### src/design/mbhn_pkg.sv
package mbhn_pkg;

  // field widths
  localparam int BTN_W      = 6;
  localparam int COORD_W    = 10;
  localparam int SET_W      = 2;
  localparam int LINK_W     = 4 * BTN_W;
  localparam int BOX_W      = 4 * COORD_W;
  localparam int ENTRY_W    = BOX_W + SET_W;
  localparam int WORD_W     = 32;
  localparam int REQ_W      = 3;
  localparam int STATUS_W   = 2;
  localparam int CFG_IDX_W  = 3;

  // default table size and queue depth
  localparam int MAX_BUTTONS_DEF = 36;
  localparam int QUEUE_DEPTH     = 2;

  // request codes on req_type
  localparam logic [REQ_W-1:0] REQ_LOAD     = 3'd0;
  localparam logic [REQ_W-1:0] REQ_UP       = 3'd1;
  localparam logic [REQ_W-1:0] REQ_DOWN     = 3'd2;
  localparam logic [REQ_W-1:0] REQ_LEFT     = 3'd3;
  localparam logic [REQ_W-1:0] REQ_RIGHT    = 3'd4;
  localparam logic [REQ_W-1:0] REQ_SELECT   = 3'd5;
  localparam logic [REQ_W-1:0] REQ_POINT    = 3'd6;
  localparam logic [REQ_W-1:0] REQ_ACTIVATE = 3'd7;

  // internal operation classes
  localparam logic [2:0] OP_LOAD     = 3'd0;
  localparam logic [2:0] OP_MOVE     = 3'd1;
  localparam logic [2:0] OP_SELECT   = 3'd2;
  localparam logic [2:0] OP_POINT    = 3'd3;
  localparam logic [2:0] OP_ACTIVATE = 3'd4;

  // move directions
  localparam logic [1:0] DIR_UP    = 2'd0;
  localparam logic [1:0] DIR_DOWN  = 2'd1;
  localparam logic [1:0] DIR_LEFT  = 2'd2;
  localparam logic [1:0] DIR_RIGHT = 2'd3;

  // result status codes
  localparam logic [STATUS_W-1:0] ST_OK    = 2'd0;
  localparam logic [STATUS_W-1:0] ST_RANGE = 2'd1;
  localparam logic [STATUS_W-1:0] ST_NONE  = 2'd2;

  // configuration register indexes
  localparam logic [CFG_IDX_W-1:0] REG_BUTTON_COUNT = 3'd0;
  localparam logic [CFG_IDX_W-1:0] REG_START_TIME   = 3'd1;
  localparam logic [CFG_IDX_W-1:0] REG_SEL_PAL_ONE  = 3'd2;
  localparam logic [CFG_IDX_W-1:0] REG_SEL_PAL_TWO  = 3'd3;
  localparam logic [CFG_IDX_W-1:0] REG_SEL_PAL_THREE = 3'd4;
  localparam logic [CFG_IDX_W-1:0] REG_ACT_PAL_ONE  = 3'd5;
  localparam logic [CFG_IDX_W-1:0] REG_ACT_PAL_TWO  = 3'd6;
  localparam logic [CFG_IDX_W-1:0] REG_ACT_PAL_THREE = 3'd7;

  // classified transaction passed from front to back
  typedef struct packed {
    logic [2:0]         op;
    logic [1:0]         dir;
    logic [BTN_W-1:0]   idx;
    logic               loadable;
    logic [LINK_W-1:0]  links;
    logic [BOX_W-1:0]   box;
    logic [SET_W-1:0]   set;
  } job_t;

endpackage

### src/design/menu_button_highlight_navigator.sv
// Menu button highlight navigator.
// Input channel (in_valid/in_stall) takes one request per transaction: load a
// table entry, move up/down/left/right, select a number, point, or activate.
// Output channel (out_valid/out_stall) returns exactly one result per request
// with status, current button and the latched box, palette and time stamp.
// Configuration is written through cfg_write/cfg_index/cfg_data while idle.
// A load or a request rejected at once gets its result as it leaves the queue;
// select number and activate read the button's entry, then latch it; a move
// reads the current button's links, then the target's entry (unless the link
// is out of range); a point scans the entries up to the effective button
// count, one table entry per cycle, then reads and latches the hit, if any.
// One request is executed at a time; a two-entry queue in front accepts
// further requests meanwhile.
// When the receiver stalls, the result holds; the back end stops taking work
// and the queue fills, then in_stall rises.
// Reset clears the queue, the sequencer, the highlight state and all
// configuration registers; the button tables are undefined until loaded.
module menu_button_highlight_navigator
  import mbhn_pkg::*;
#(
  parameter int MAX_BUTTONS = MAX_BUTTONS_DEF
) (
  input  logic                 clk,
  input  logic                 rst,
  input  logic                 in_valid,
  output logic                 in_stall,
  input  logic [REQ_W-1:0]     req_type,
  input  logic [BTN_W-1:0]     button_index,
  input  logic [BTN_W-1:0]     link_up,
  input  logic [BTN_W-1:0]     link_down,
  input  logic [BTN_W-1:0]     link_left,
  input  logic [BTN_W-1:0]     link_right,
  input  logic [COORD_W-1:0]   box_x_start,
  input  logic [COORD_W-1:0]   box_y_start,
  input  logic [COORD_W-1:0]   box_x_end,
  input  logic [COORD_W-1:0]   box_y_end,
  input  logic [SET_W-1:0]     color_set,
  output logic                 out_valid,
  input  logic                 out_stall,
  output logic [STATUS_W-1:0]  status,
  output logic [BTN_W-1:0]     current_button,
  output logic [COORD_W-1:0]   hl_x_start,
  output logic [COORD_W-1:0]   hl_y_start,
  output logic [COORD_W-1:0]   hl_x_end,
  output logic [COORD_W-1:0]   hl_y_end,
  output logic [WORD_W-1:0]    hl_palette,
  output logic [WORD_W-1:0]    hl_time,
  output logic                 hl_changed,
  output logic                 activated,
  input  logic                 cfg_write,
  input  logic [CFG_IDX_W-1:0] cfg_index,
  input  logic [WORD_W-1:0]    cfg_data
);

  logic push, q_full, q_valid, q_pop;
  job_t push_job, head_job;

  // request decode
  mbhn_front #(
    .MAX_BUTTONS(MAX_BUTTONS)
  ) u_front (
    .in_valid     (in_valid),
    .in_stall     (in_stall),
    .req_type     (req_type),
    .button_index (button_index),
    .link_up      (link_up),
    .link_down    (link_down),
    .link_left    (link_left),
    .link_right   (link_right),
    .box_x_start  (box_x_start),
    .box_y_start  (box_y_start),
    .box_x_end    (box_x_end),
    .box_y_end    (box_y_end),
    .color_set    (color_set),
    .q_full       (q_full),
    .push         (push),
    .job          (push_job)
  );

  // request queue
  mbhn_queue u_queue (
    .clk        (clk),
    .rst        (rst),
    .push       (push),
    .push_job   (push_job),
    .full       (q_full),
    .pop        (q_pop),
    .head_valid (q_valid),
    .head_job   (head_job)
  );

  // execution and result register
  mbhn_back #(
    .MAX_BUTTONS(MAX_BUTTONS)
  ) u_back (
    .clk            (clk),
    .rst            (rst),
    .cfg_write      (cfg_write),
    .cfg_index      (cfg_index),
    .cfg_data       (cfg_data),
    .q_valid        (q_valid),
    .q_job          (head_job),
    .q_pop          (q_pop),
    .out_valid      (out_valid),
    .out_stall      (out_stall),
    .status         (status),
    .current_button (current_button),
    .hl_x_start     (hl_x_start),
    .hl_y_start     (hl_y_start),
    .hl_x_end       (hl_x_end),
    .hl_y_end       (hl_y_end),
    .hl_palette     (hl_palette),
    .hl_time        (hl_time),
    .hl_changed     (hl_changed),
    .activated      (activated)
  );

endmodule

### src/design/mbhn_front.sv
module mbhn_front
  import mbhn_pkg::*;
#(
  parameter int MAX_BUTTONS = MAX_BUTTONS_DEF
) (
  input  logic               in_valid,
  output logic               in_stall,
  input  logic [REQ_W-1:0]   req_type,
  input  logic [BTN_W-1:0]   button_index,
  input  logic [BTN_W-1:0]   link_up,
  input  logic [BTN_W-1:0]   link_down,
  input  logic [BTN_W-1:0]   link_left,
  input  logic [BTN_W-1:0]   link_right,
  input  logic [COORD_W-1:0] box_x_start,
  input  logic [COORD_W-1:0] box_y_start,
  input  logic [COORD_W-1:0] box_x_end,
  input  logic [COORD_W-1:0] box_y_end,
  input  logic [SET_W-1:0]   color_set,
  input  logic               q_full,
  output logic               push,
  output job_t               job
);

  assign push     = in_valid && !q_full;
  assign in_stall = q_full;

  // classify the request
  always_comb begin
    job.dir = DIR_UP;
    case (req_type)
      REQ_LOAD:     job.op = OP_LOAD;
      REQ_UP: begin
        job.op  = OP_MOVE;
        job.dir = DIR_UP;
      end
      REQ_DOWN: begin
        job.op  = OP_MOVE;
        job.dir = DIR_DOWN;
      end
      REQ_LEFT: begin
        job.op  = OP_MOVE;
        job.dir = DIR_LEFT;
      end
      REQ_RIGHT: begin
        job.op  = OP_MOVE;
        job.dir = DIR_RIGHT;
      end
      REQ_SELECT:   job.op = OP_SELECT;
      REQ_POINT:    job.op = OP_POINT;
      REQ_ACTIVATE: job.op = OP_ACTIVATE;
      default:      job.op = OP_LOAD;
    endcase
    job.idx      = button_index;
    job.loadable = (button_index != '0) && (button_index <= BTN_W'(MAX_BUTTONS));
    job.links    = {link_right, link_left, link_down, link_up};
    job.box      = {box_y_end, box_x_end, box_y_start, box_x_start};
    job.set      = color_set;
  end

endmodule

### src/design/mbhn_queue.sv
module mbhn_queue
  import mbhn_pkg::*;
(
  input  logic clk,
  input  logic rst,
  input  logic push,
  input  job_t push_job,
  output logic full,
  input  logic pop,
  output logic head_valid,
  output job_t head_job
);

  localparam int PTR_W = (QUEUE_DEPTH > 1) ? $clog2(QUEUE_DEPTH) : 1;
  localparam int CNT_W = $clog2(QUEUE_DEPTH + 1);

  job_t             slots [QUEUE_DEPTH];
  logic [PTR_W-1:0] wr_ptr;
  logic [PTR_W-1:0] rd_ptr;
  logic [CNT_W-1:0] fill;

  assign full       = (fill == CNT_W'(QUEUE_DEPTH));
  assign head_valid = (fill != '0);
  assign head_job   = slots[rd_ptr];

  // pointer and fill bookkeeping
  always_ff @(posedge clk) begin
    if (rst) begin
      wr_ptr <= '0;
      rd_ptr <= '0;
      fill   <= '0;
    end else begin
      if (push) begin
        wr_ptr <= (wr_ptr == PTR_W'(QUEUE_DEPTH - 1)) ? '0 : wr_ptr + 1'b1;
      end
      if (pop) begin
        rd_ptr <= (rd_ptr == PTR_W'(QUEUE_DEPTH - 1)) ? '0 : rd_ptr + 1'b1;
      end
      if (push && !pop) begin
        fill <= fill + 1'b1;
      end else if (pop && !push) begin
        fill <= fill - 1'b1;
      end
    end
  end

  // slot storage
  always_ff @(posedge clk) begin
    if (push) begin
      slots[wr_ptr] <= push_job;
    end
  end

endmodule

### src/design/mbhn_back.sv
module mbhn_back
  import mbhn_pkg::*;
#(
  parameter int MAX_BUTTONS = MAX_BUTTONS_DEF
) (
  input  logic                 clk,
  input  logic                 rst,
  input  logic                 cfg_write,
  input  logic [CFG_IDX_W-1:0] cfg_index,
  input  logic [WORD_W-1:0]    cfg_data,
  input  logic                 q_valid,
  input  job_t                 q_job,
  output logic                 q_pop,
  output logic                 out_valid,
  input  logic                 out_stall,
  output logic [STATUS_W-1:0]  status,
  output logic [BTN_W-1:0]     current_button,
  output logic [COORD_W-1:0]   hl_x_start,
  output logic [COORD_W-1:0]   hl_y_start,
  output logic [COORD_W-1:0]   hl_x_end,
  output logic [COORD_W-1:0]   hl_y_end,
  output logic [WORD_W-1:0]    hl_palette,
  output logic [WORD_W-1:0]    hl_time,
  output logic                 hl_changed,
  output logic                 activated
);

  localparam int ADDR_W = (MAX_BUTTONS > 1) ? $clog2(MAX_BUTTONS) : 1;
  localparam int CNT_W  = $clog2(MAX_BUTTONS + 2);

  localparam logic [1:0] S_IDLE  = 2'd0;
  localparam logic [1:0] S_LINK  = 2'd1;
  localparam logic [1:0] S_SCAN  = 2'd2;
  localparam logic [1:0] S_LATCH = 2'd3;

  // configuration registers
  logic [BTN_W-1:0]  cfg_count;
  logic [WORD_W-1:0] cfg_time;
  logic [WORD_W-1:0] sel_pal_one, sel_pal_two, sel_pal_three;
  logic [WORD_W-1:0] act_pal_one, act_pal_two, act_pal_three;

  // button tables
  logic [LINK_W-1:0]  link_mem [MAX_BUTTONS];
  logic [ENTRY_W-1:0] box_mem  [MAX_BUTTONS];
  logic [LINK_W-1:0]  link_rd;
  logic [ENTRY_W-1:0] box_rd;

  // highlight state
  logic [BTN_W-1:0]  current;
  logic [BOX_W-1:0]  box_reg;
  logic [WORD_W-1:0] palette;
  logic [WORD_W-1:0] time_reg;

  // sequencer state
  logic [1:0]       state, state_next;
  job_t             job;
  logic [BTN_W-1:0] sel_b, sel_b_next;
  logic             act, act_next;
  logic [CNT_W-1:0] scan_b, scan_b_next;
  logic [BTN_W-1:0] cmp_b, cmp_b_next;
  logic [BTN_W-1:0] hit_b, hit_b_next;

  logic                rd_en, wr_en;
  logic [ADDR_W-1:0]   rd_addr, wr_addr;
  logic                res_fire, res_changed, res_act, latch;
  logic [STATUS_W-1:0] res_status;
  logic [BTN_W-1:0]    eff_count, target;
  logic                hit;
  logic [WORD_W-1:0]   lat_pal;
  logic [BTN_W-1:0]    cur_next;
  logic [BOX_W-1:0]    box_next;
  logic [WORD_W-1:0]   pal_next;
  logic [WORD_W-1:0]   time_next;

  function automatic logic [ADDR_W-1:0] slot(input logic [BTN_W-1:0] b);
    logic [BTN_W-1:0] d;
    d = b - BTN_W'(1);
    return ADDR_W'(d);
  endfunction

  function automatic logic in_range(input logic [BTN_W-1:0] b,
                                    input logic [BTN_W-1:0] n);
    return (b != '0) && (b <= n);
  endfunction

  assign eff_count = (cfg_count > BTN_W'(MAX_BUTTONS)) ? BTN_W'(MAX_BUTTONS) : cfg_count;

  // neighbour link of the current button
  always_comb begin
    case (job.dir)
      DIR_UP:    target = link_rd[BTN_W-1:0];
      DIR_DOWN:  target = link_rd[2*BTN_W-1:BTN_W];
      DIR_LEFT:  target = link_rd[3*BTN_W-1:2*BTN_W];
      DIR_RIGHT: target = link_rd[4*BTN_W-1:3*BTN_W];
      default:   target = link_rd[BTN_W-1:0];
    endcase
  end

  // box hit test on the entry read during the scan
  assign hit = (job.box[COORD_W-1:0] >= box_rd[COORD_W-1:0])
            && (job.box[COORD_W-1:0] <= box_rd[3*COORD_W-1:2*COORD_W])
            && (job.box[2*COORD_W-1:COORD_W] >= box_rd[2*COORD_W-1:COORD_W])
            && (job.box[2*COORD_W-1:COORD_W] <= box_rd[4*COORD_W-1:3*COORD_W])
            && (cmp_b != current);

  // palette for the entry being latched
  always_comb begin
    case (box_rd[ENTRY_W-1:BOX_W])
      2'd1:    lat_pal = act ? act_pal_one   : sel_pal_one;
      2'd2:    lat_pal = act ? act_pal_two   : sel_pal_two;
      2'd3:    lat_pal = act ? act_pal_three : sel_pal_three;
      default: lat_pal = '0;
    endcase
  end

  // sequencer
  always_comb begin
    state_next  = state;
    sel_b_next  = sel_b;
    act_next    = act;
    scan_b_next = scan_b;
    cmp_b_next  = cmp_b;
    hit_b_next  = hit_b;
    rd_en       = 1'b0;
    rd_addr     = '0;
    wr_en       = 1'b0;
    wr_addr     = slot(q_job.idx);
    q_pop       = 1'b0;
    res_fire    = 1'b0;
    res_status  = ST_OK;
    res_changed = 1'b0;
    res_act     = 1'b0;
    latch       = 1'b0;
    case (state)
      S_IDLE: begin
        if (q_valid && (!out_valid || !out_stall)) begin
          q_pop = 1'b1;
          case (q_job.op)
            OP_LOAD: begin
              res_fire = 1'b1;
              if (q_job.loadable) begin
                wr_en = 1'b1;
              end else begin
                res_status = ST_RANGE;
              end
            end
            OP_MOVE: begin
              if (current == '0) begin
                res_fire   = 1'b1;
                res_status = ST_NONE;
              end else begin
                rd_en      = 1'b1;
                rd_addr    = slot(current);
                state_next = S_LINK;
              end
            end
            OP_SELECT: begin
              if (in_range(q_job.idx, eff_count)) begin
                rd_en      = 1'b1;
                rd_addr    = slot(q_job.idx);
                sel_b_next = q_job.idx;
                act_next   = 1'b0;
                state_next = S_LATCH;
              end else begin
                res_fire   = 1'b1;
                res_status = ST_RANGE;
              end
            end
            OP_POINT: begin
              scan_b_next = CNT_W'(1);
              cmp_b_next  = '0;
              hit_b_next  = '0;
              state_next  = S_SCAN;
            end
            OP_ACTIVATE: begin
              if (current == '0) begin
                res_fire   = 1'b1;
                res_status = ST_NONE;
              end else if (in_range(current, eff_count)) begin
                rd_en      = 1'b1;
                rd_addr    = slot(current);
                sel_b_next = current;
                act_next   = 1'b1;
                state_next = S_LATCH;
              end else begin
                res_fire   = 1'b1;
                res_status = ST_RANGE;
              end
            end
            default: begin
              res_fire = 1'b1;
            end
          endcase
        end
      end
      S_LINK: begin
        if (in_range(target, eff_count)) begin
          rd_en      = 1'b1;
          rd_addr    = slot(target);
          sel_b_next = target;
          act_next   = 1'b0;
          state_next = S_LATCH;
        end else begin
          res_fire   = 1'b1;
          res_status = ST_RANGE;
          state_next = S_IDLE;
        end
      end
      S_SCAN: begin
        // compare the entry read last cycle, issue the next read
        if ((cmp_b != '0) && hit) begin
          hit_b_next = cmp_b;
        end
        if (scan_b <= CNT_W'(eff_count)) begin
          rd_en       = 1'b1;
          rd_addr     = ADDR_W'(scan_b - CNT_W'(1));
          cmp_b_next  = BTN_W'(scan_b);
          scan_b_next = scan_b + CNT_W'(1);
        end else begin
          cmp_b_next = '0;
          if (cmp_b == '0) begin
            if (hit_b != '0) begin
              rd_en      = 1'b1;
              rd_addr    = slot(hit_b);
              sel_b_next = hit_b;
              act_next   = 1'b0;
              state_next = S_LATCH;
            end else begin
              res_fire   = 1'b1;
              state_next = S_IDLE;
            end
          end
        end
      end
      S_LATCH: begin
        latch       = 1'b1;
        res_fire    = 1'b1;
        res_changed = 1'b1;
        res_act     = act;
        state_next  = S_IDLE;
      end
      default: begin
        state_next = S_IDLE;
      end
    endcase
  end

  // highlight values after this step
  assign cur_next  = latch ? sel_b : current;
  assign box_next  = latch ? box_rd[BOX_W-1:0] : box_reg;
  assign pal_next  = latch ? lat_pal : palette;
  assign time_next = latch ? cfg_time : time_reg;

  // control, configuration and highlight registers
  always_ff @(posedge clk) begin
    if (rst) begin
      state         <= S_IDLE;
      out_valid     <= 1'b0;
      current       <= '0;
      box_reg       <= '0;
      palette       <= '0;
      time_reg      <= '0;
      cfg_count     <= '0;
      cfg_time      <= '0;
      sel_pal_one   <= '0;
      sel_pal_two   <= '0;
      sel_pal_three <= '0;
      act_pal_one   <= '0;
      act_pal_two   <= '0;
      act_pal_three <= '0;
    end else begin
      state    <= state_next;
      current  <= cur_next;
      box_reg  <= box_next;
      palette  <= pal_next;
      time_reg <= time_next;
      if (res_fire) begin
        out_valid <= 1'b1;
      end else if (!out_stall) begin
        out_valid <= 1'b0;
      end
      if (cfg_write) begin
        case (cfg_index)
          REG_BUTTON_COUNT:  cfg_count     <= cfg_data[BTN_W-1:0];
          REG_START_TIME:    cfg_time      <= cfg_data;
          REG_SEL_PAL_ONE:   sel_pal_one   <= cfg_data;
          REG_SEL_PAL_TWO:   sel_pal_two   <= cfg_data;
          REG_SEL_PAL_THREE: sel_pal_three <= cfg_data;
          REG_ACT_PAL_ONE:   act_pal_one   <= cfg_data;
          REG_ACT_PAL_TWO:   act_pal_two   <= cfg_data;
          REG_ACT_PAL_THREE: act_pal_three <= cfg_data;
          default: ;
        endcase
      end
    end
  end

  // working registers of the sequencer
  always_ff @(posedge clk) begin
    sel_b  <= sel_b_next;
    act    <= act_next;
    scan_b <= scan_b_next;
    cmp_b  <= cmp_b_next;
    hit_b  <= hit_b_next;
    if (q_pop) begin
      job <= q_job;
    end
  end

  // table memories, one write and one registered read a cycle
  always_ff @(posedge clk) begin
    if (wr_en) begin
      link_mem[wr_addr] <= q_job.links;
      box_mem[wr_addr]  <= {q_job.set, q_job.box};
    end
    if (rd_en) begin
      link_rd <= link_mem[rd_addr];
      box_rd  <= box_mem[rd_addr];
    end
  end

  // result register
  always_ff @(posedge clk) begin
    if (res_fire) begin
      status         <= res_status;
      current_button <= cur_next;
      hl_x_start     <= box_next[COORD_W-1:0];
      hl_y_start     <= box_next[2*COORD_W-1:COORD_W];
      hl_x_end       <= box_next[3*COORD_W-1:2*COORD_W];
      hl_y_end       <= box_next[4*COORD_W-1:3*COORD_W];
      hl_palette     <= pal_next;
      hl_time        <= time_next;
      hl_changed     <= res_changed;
      activated      <= res_act;
    end
  end

endmodule

### config.mk
export PLATFORM = sky130hd
export DESIGN_NAME = menu_button_highlight_navigator
export DESIGN_NICKNAME = d
export VERILOG_FILES = /design/src/design/mbhn_pkg.sv /design/src/design/menu_button_highlight_navigator.sv /design/src/design/mbhn_front.sv /design/src/design/mbhn_queue.sv /design/src/design/mbhn_back.sv
export SDC_FILE = /design/constraint.sdc
export NUM_CORES = 2
export LEC_CHECK = 0
export BUFFER_PORTS_ARGS = -buffer_cell sky130_fd_sc_hd__buf_2
export CORE_MARGIN = 2
export CORE_UTILIZATION = 29
export DETAILED_ROUTE_END_ITERATION = 10
export PLACE_DENSITY_LB_ADDON = 0.15
export SYNTH_ARGS = -nofsm -noshare
export SYNTH_HDL_FRONTEND = slang
export SYNTH_SLANG_ARGS = --single-unit
### constraint.sdc
create_clock -name clk -period 12.3 [get_ports clk]
set_input_delay 0.615 -clock clk [delete_from_list [all_inputs] [get_ports clk]]
set_output_delay 0.615 -clock clk [all_outputs]
set_load 0.005 [all_outputs]
* Word-level counts from Yosys, hierarchy flattened
Memory sizes are Yosys's and may differ from the RTL's. A register that Yosys moved wholly into a read port is not among the register bits. Cells that the tools add are included.
Storage, ports and cells: bits of input ports 115, register bits after elaboration 508, output and inout port bits 116, memories kept 3, logic and storage cells 265, bits in writable memories 2532
Memory list:
- u_back.box_mem | depth 36, bits a word 42, rd ports 1, clocked after Yosys merged registers in 1, wr ports 1, line mbhn_back.sv:44 | logic [ENTRY_W-1:0] box_mem [MAX_BUTTONS];
- u_back.link_mem | depth 36, bits a word 24, rd ports 1, clocked after Yosys merged registers in 1, wr ports 1, line mbhn_back.sv:43 | logic [LINK_W-1:0] link_mem [MAX_BUTTONS];
- u_queue.slots | depth 2, bits a word 78, rd ports 1, clocked after Yosys merged registers in 1, wr ports 1, line mbhn_queue.sv:17 | job_t slots [QUEUE_DEPTH];
Cells by class: mux-type cells 114, equal/unequal tests 44, magnitude comparators 10, reduce and logical (&&, ||, !) cells 50, add/sub/neg operators 10
Operator list (count):
- $mux 32 | 5
- $mux 6 | 26
- $pmux 32 s3 | 1
- $pmux 6 s3 | 3
- $pmux 6 s2 | 4
- $mux 1 | 47
- $mux 40 | 1
- $reduce_bool 6->1 | 6
- $sub 6x1->6 const B | 5
- $mux 2 | 14
- $eq 3x3->1 const B | 9
- $le 6x6->1 | 4
- $pmux 2 s4 | 3
- $pmux 6 s4 | 1
- $ge 10x10->1 | 2
- $le 10x10->1 | 2
- $eq 3x2->1 const B | 6
- $reduce_and 2->1 | 8
- $pmux 3 s5 | 1
- $eq 2x2->1 const B | 7
- $ne 2x1->1 const B | 7
- $logic_and 1x1->1 | 13
- $logic_not 6->1 | 2
- $reduce_and 10->1 | 1
- other kinds (28) | 50

* Longest topological paths before layout
depth after elaboration 10, gate-level depth with buffers 20, depth with buffers taken out 14

* Cells and area by module
A second synthesis with hierarchy kept.
Unflattened totals: cells, all modules 9156, area total of the unflattened synthesis 123464.7 um^2
Modules (own cells, without submodules):
- mbhn_back | cells each 8802, seq. area each 85031.6 um^2, area each 116905.9 um^2, instances 1
- mbhn_queue | cells each 265, seq. area each 4784.6 um^2, area each 5915.7 um^2, instances 1
- mbhn_front | cells each 89, seq. area each 0.0 um^2, area each 643.1 um^2, instances 1

* Least setup slack after synthesis
Ideal clock, no wire load.
path kind register -> register, start point register u_back.job[74] (netlist name), end point register u_back.activated, enable pin, arrival time 7.929 ns, buffers on the path 1, library setup time 0.628 ns, cell stages (with the launch flop) 12, path slack 3.743 ns, period minus slack after synthesis 8.557 ns, data required time 11.672 ns, cell sequence edfxtp_1 -> buf_6 -> mux4_2 -> inv_1 -> ha_1 -> nand2_1 -> o21ai_0 -> maj3_2 -> o211ai_2 -> a21oi_1 -> o21a_1 -> o22ai_1
On the way: word-level cells in the longest chain between the ends 6, elaborated cells between the ends (all ways) 10, those cells by class order compare (1); eq/ne (3); mux (3); reduce/logical (3)
RTL lines:
- start: declaration | line mbhn_back.sv:56 | job_t job;
- start signal: assignment | line mbhn_back.sv:306 | job <= q_job;
- $eq 2x2->1 (tied with other cells) | line mbhn_back.sv:90 | case (job.dir)
- $pmux 6 s4 * | line mbhn_back.sv:90
- $le 6x6->1 or $reduce_bool 6->1 (tied branches) | line mbhn_back.sv:83 | return (b != '0) && (b <= n);
- $logic_and 1x1->1 * | line mbhn_back.sv:83
- $mux 1 * | line mbhn_back.sv:197 | if (in_range(target, eff_count)) begin
- $pmux 1 s4 * | line mbhn_back.sv:134 | case (state)
- net u_back.res_fire | line mbhn_back.sv:65 | logic res_fire, res_changed, res_act, latch;
- end signal: assignment | line mbhn_back.sv:334 | activated <= res_act;
- end: declaration | line mbhn_back.sv:25 | output logic activated
Mark *: on every way through the listed nets, which the timed path passes. The rest lies on a longest branch. A chain may end at the register's enable or synchronous reset.

* Worst setup path in the final report
start point register u_back.job[74] (netlist name), end point register u_back.box_rd[32], read port of u_back.box_mem (data pin)
On the way: word-level cells in the longest chain between the ends 6, elaborated cells between the ends (all ways) 13, those cells by class add/sub (1); order compare (1); eq/ne (3); mux (5); reduce/logical (3)
RTL lines:
- $eq 2x2->1 (tied with other cells) | line mbhn_back.sv:90
- $pmux 6 s4 * | line mbhn_back.sv:90
- $le 6x6->1 or $reduce_bool 6->1 (tied branches) | line mbhn_back.sv:83
- $logic_and 1x1->1 | line mbhn_back.sv:83
- $mux 6 or $mux 1 (tied branches) | line mbhn_back.sv:197
- $pmux 6 s3 or $pmux 1 s3 (tied branches) | line mbhn_back.sv:134
- end: declaration | line mbhn_back.sv:46 | logic [ENTRY_W-1:0] box_rd;
Mark *: on every way between the ends. The rest lies on a longest branch, timed or not.

==> metrics <==
status=complete, no violations; worst slew pin tran=1.37 ns; CP Data Arrival Time=8.79 ns; compound-gate portion of the synthesized area=9.83%; f_max=0.125 GHz; YS warnings=0; Largest Register=u_back.box_mem; Synth Flop Type=edfxtp_1; Worst-path clk slew=0.06 ns; CP Max Fanout=95; layout cells sized above 1=13.9%; Post-CTS Setup Repair Bufs=0; Num CTS Buffers=362; Max Cap Viol=0; post-synthesis mux area share=3.33%; clk_skew=0.0916 ns; Slew HR=8.48%; EDFF count, synth=2759; Synth Area in XOR/XNOR=0.282%; Synth cell types=90; gr usage total=20.3%; vias in the first global route=78319; Worst Setup Start Kind=register; Psw=8.89 mW; CTS tree=yes; Power Density=203 nW/um^2; ys async rst share=0%; CP endpoint kind=register; first drt pass iteration count=8; Remaining Overflow, GRT=0; initial antenna violation count=28; largest net degree at the start of global routing=219; area of the core=427000 um^2; Mapped Cells=9007; Crit Path Class=reg -> reg; wirelength, routed=454 mm; clk_lat worst skew=1.00 ns; Setup Viol. Count Final=0; drt via density=5.27; clk root buf=clkbuf_16; Synth Net Count=9196; Simple-Gate Fraction of Synth Area=10.9%; commonest cells after routing, fill and taps aside=edfxtp_1 (2759), nand2_1 (1269), o21ai_0 (534), or3_1 (458), nor2_1 (384); DR iter-0 viols=7946; Residual DRC=0; combinational share of power=18.7%; minimum clock period=8.03 ns; Peak VDD IR=0.000121 V; Tightest Hold Check Type=in -> reg; Placed Cells=14460; Yosys reg bits=3107; clock network fraction of design power=35.7%; final worst-path cycle share=65.3%; Lkg Pwr=47.4 nW; internal power=20.3 mW; Site Rows=240; IO Pins=231; Layout Nets=9421; synthesized-area fraction occupied by adder cells=0.771%; hpwl dp=235 mm; Slew Limit Fails=0; first-pass GRT wire length=630 mm; commonest non-fill, non-tap cell in the layout=edfxtp_1; placer congestion estimate=0.793; CP required=13.07 ns; Avg Cell Area, Syn=13.8 um^2; Longest Clk Path Bufs=4; Non-Filler Instances=15226; DIE AREA=433000 um^2; initial core utilization=29.1%; via count=80214; register area share after synthesis=72.4%; largest family of logic cells by synthesized area=simple AND/OR/NAND/NOR gates; RSZ-0062 raised after global routing=false; Die H=658 um; die width=658 um; Hold Vio Cnt, Final=0; Area Growth Syn to Fin=16.0%; clk sinks=3107; antenna-violating nets left=0; max reg flops=1512; H-tree depth=5; sequential power share=45.6%; mapped cell area=124000 um^2; buffers added on ports=230; Largest regs=u_back.box_mem: 1512 flops, u_back.link_mem: 864 flops, u_queue.slots: 156 flops; Total Neg Setup Slack=0 ns; routed len/inst=29.8 um; Switching Fraction=30.5%
-- worst max-delay path: stages (launching register included) --
cell and delay (ns):
edfxtp_1 0.92, mux4_2 0.82, ha_1 0.38, nand3_1 0.18, o31ai_2 0.41, o211ai_2 0.27, nor2_1 0.42, nand2_1 0.20
a31oi_4 0.24, buf_12 0.62, buf_4 0.76, nor2_1 0.27, nand3_4 0.70, buf_4 0.96, o221ai_1 0.27, a211oi_1 0.28
-- cell usage after synthesis (18+ instances only) --
master    count  area (um^2)
edfxtp_1   2759        82800
nand2_1    1276         4790
o21ai_0     534         2670
or3_1       461         2880
nor2_1      427         1600
clkbuf_1    417         1570
a21oi_1     361         1810
dfxtp_1     348         6970
and3_1      326         2040
mux2_2      278         3130
o211ai_1    201         1510
buf_2       154          771
nor2b_1     131          820
o22ai_1     129          807
inv_1       100          375
o221ai_1     93          815
mux2i_1      82          821
ha_1         74          926
o311ai_0     64          561
a22oi_1      63          473
nand3b_1     63          473
o21bai_1     63          473
a211oi_1     62          465
o311ai_1     62          543
a221oi_1     45          394
buf_1        41          154
nor3_1       35          175
nand3_1      34          170
o32ai_1      34          298
o221ai_2     31          465
xnor2_1      23          201
and2_1       18          113
-- final cells by class --
class | count | area (um^2)
well taps | 5687 | 7120
multi-input cells | 5152 | 31700
flip-flops and latches | 3107 | 89800
clock inverters | 185 | 1570
diodes | 11 | 27.5
fillers | 41373 | 283000
clock buffers | 475 | 9840
inverters | 101 | 379
repair buffers | 508 | 3590
-- cell families (layout without fill, tap and decap cells) --
family          count (synthesis)  count (layout)
compound gates               1841            1841
xor+xnor                       40              40
fa+ha+maj                      77              77
buf+inv                       748            1269
flops                        3107            3107
mux                           368             368
other cells                     0              11
simple gates                 2826            2826
-- power groups by stage --
stage                     registers [mW]  logic (mW)  clock network (mW)
after floorplan                     13.3        3.07                   0
after global placement              13.5        5.41                   0
after detailed placement            13.5        5.47                   0
after CTS                           13.3        5.51                10.6
after global routing                13.3        5.90                11.1
final                               13.3        5.44                10.4
-- metrics by stage --
step | worst slack (ns) | cell area (um^2) | hold WS (ns) | util, % | total power, mW
4_1_cts | 4.24 | 144000 | 0.000776 | 33.7 | 29.5
2_1_floorplan | 3.74 | 124000 | 0.433 | - | 16.4
3_3_place_gp | 4.29 | 132000 | 0.438 | 30.8 | 18.9
5_1_grt | 4.05 | 144000 | 0.0452 | 33.7 | 30.3
3_5_place_dp | 4.25 | 132000 | 0.443 | 30.8 | 19.0
6_report | 4.27 | 144000 | 0.0667 | 33.7 | 29.2
-- path summary, 6_finish.rpt --
kind                        from                     end  slack [ns]  depth (start not counted)
max               u_back.job[74]       u_back.box_rd[32]        4.27                         15
min                 cfg_data[29]  u_back.act_pal_one[29]        0.07                          3
max reg2reg       u_back.job[74]       u_back.box_rd[32]        4.27                         15
min reg2reg  u_back.cfg_time[19]     u_back.cfg_time[19]        0.45                          2
-- layer usage --
metal  up-vias  global-route usage, %  part of all wire, %
met4         6                   5.46                  2.8
li1      34553                      -                    -
met5         -                      0               0.0090
met3       625                   2.98                  6.2
met2      2887                   33.9                   48
met1     42143                   27.5                   43
-- repair_timing --
item,CTS,global route
gates resized for setup,0,0
hold buffers,95,0
endpoints found under the hold margin,273,0
No activity file was read; power rests on OpenSTA's default activity.
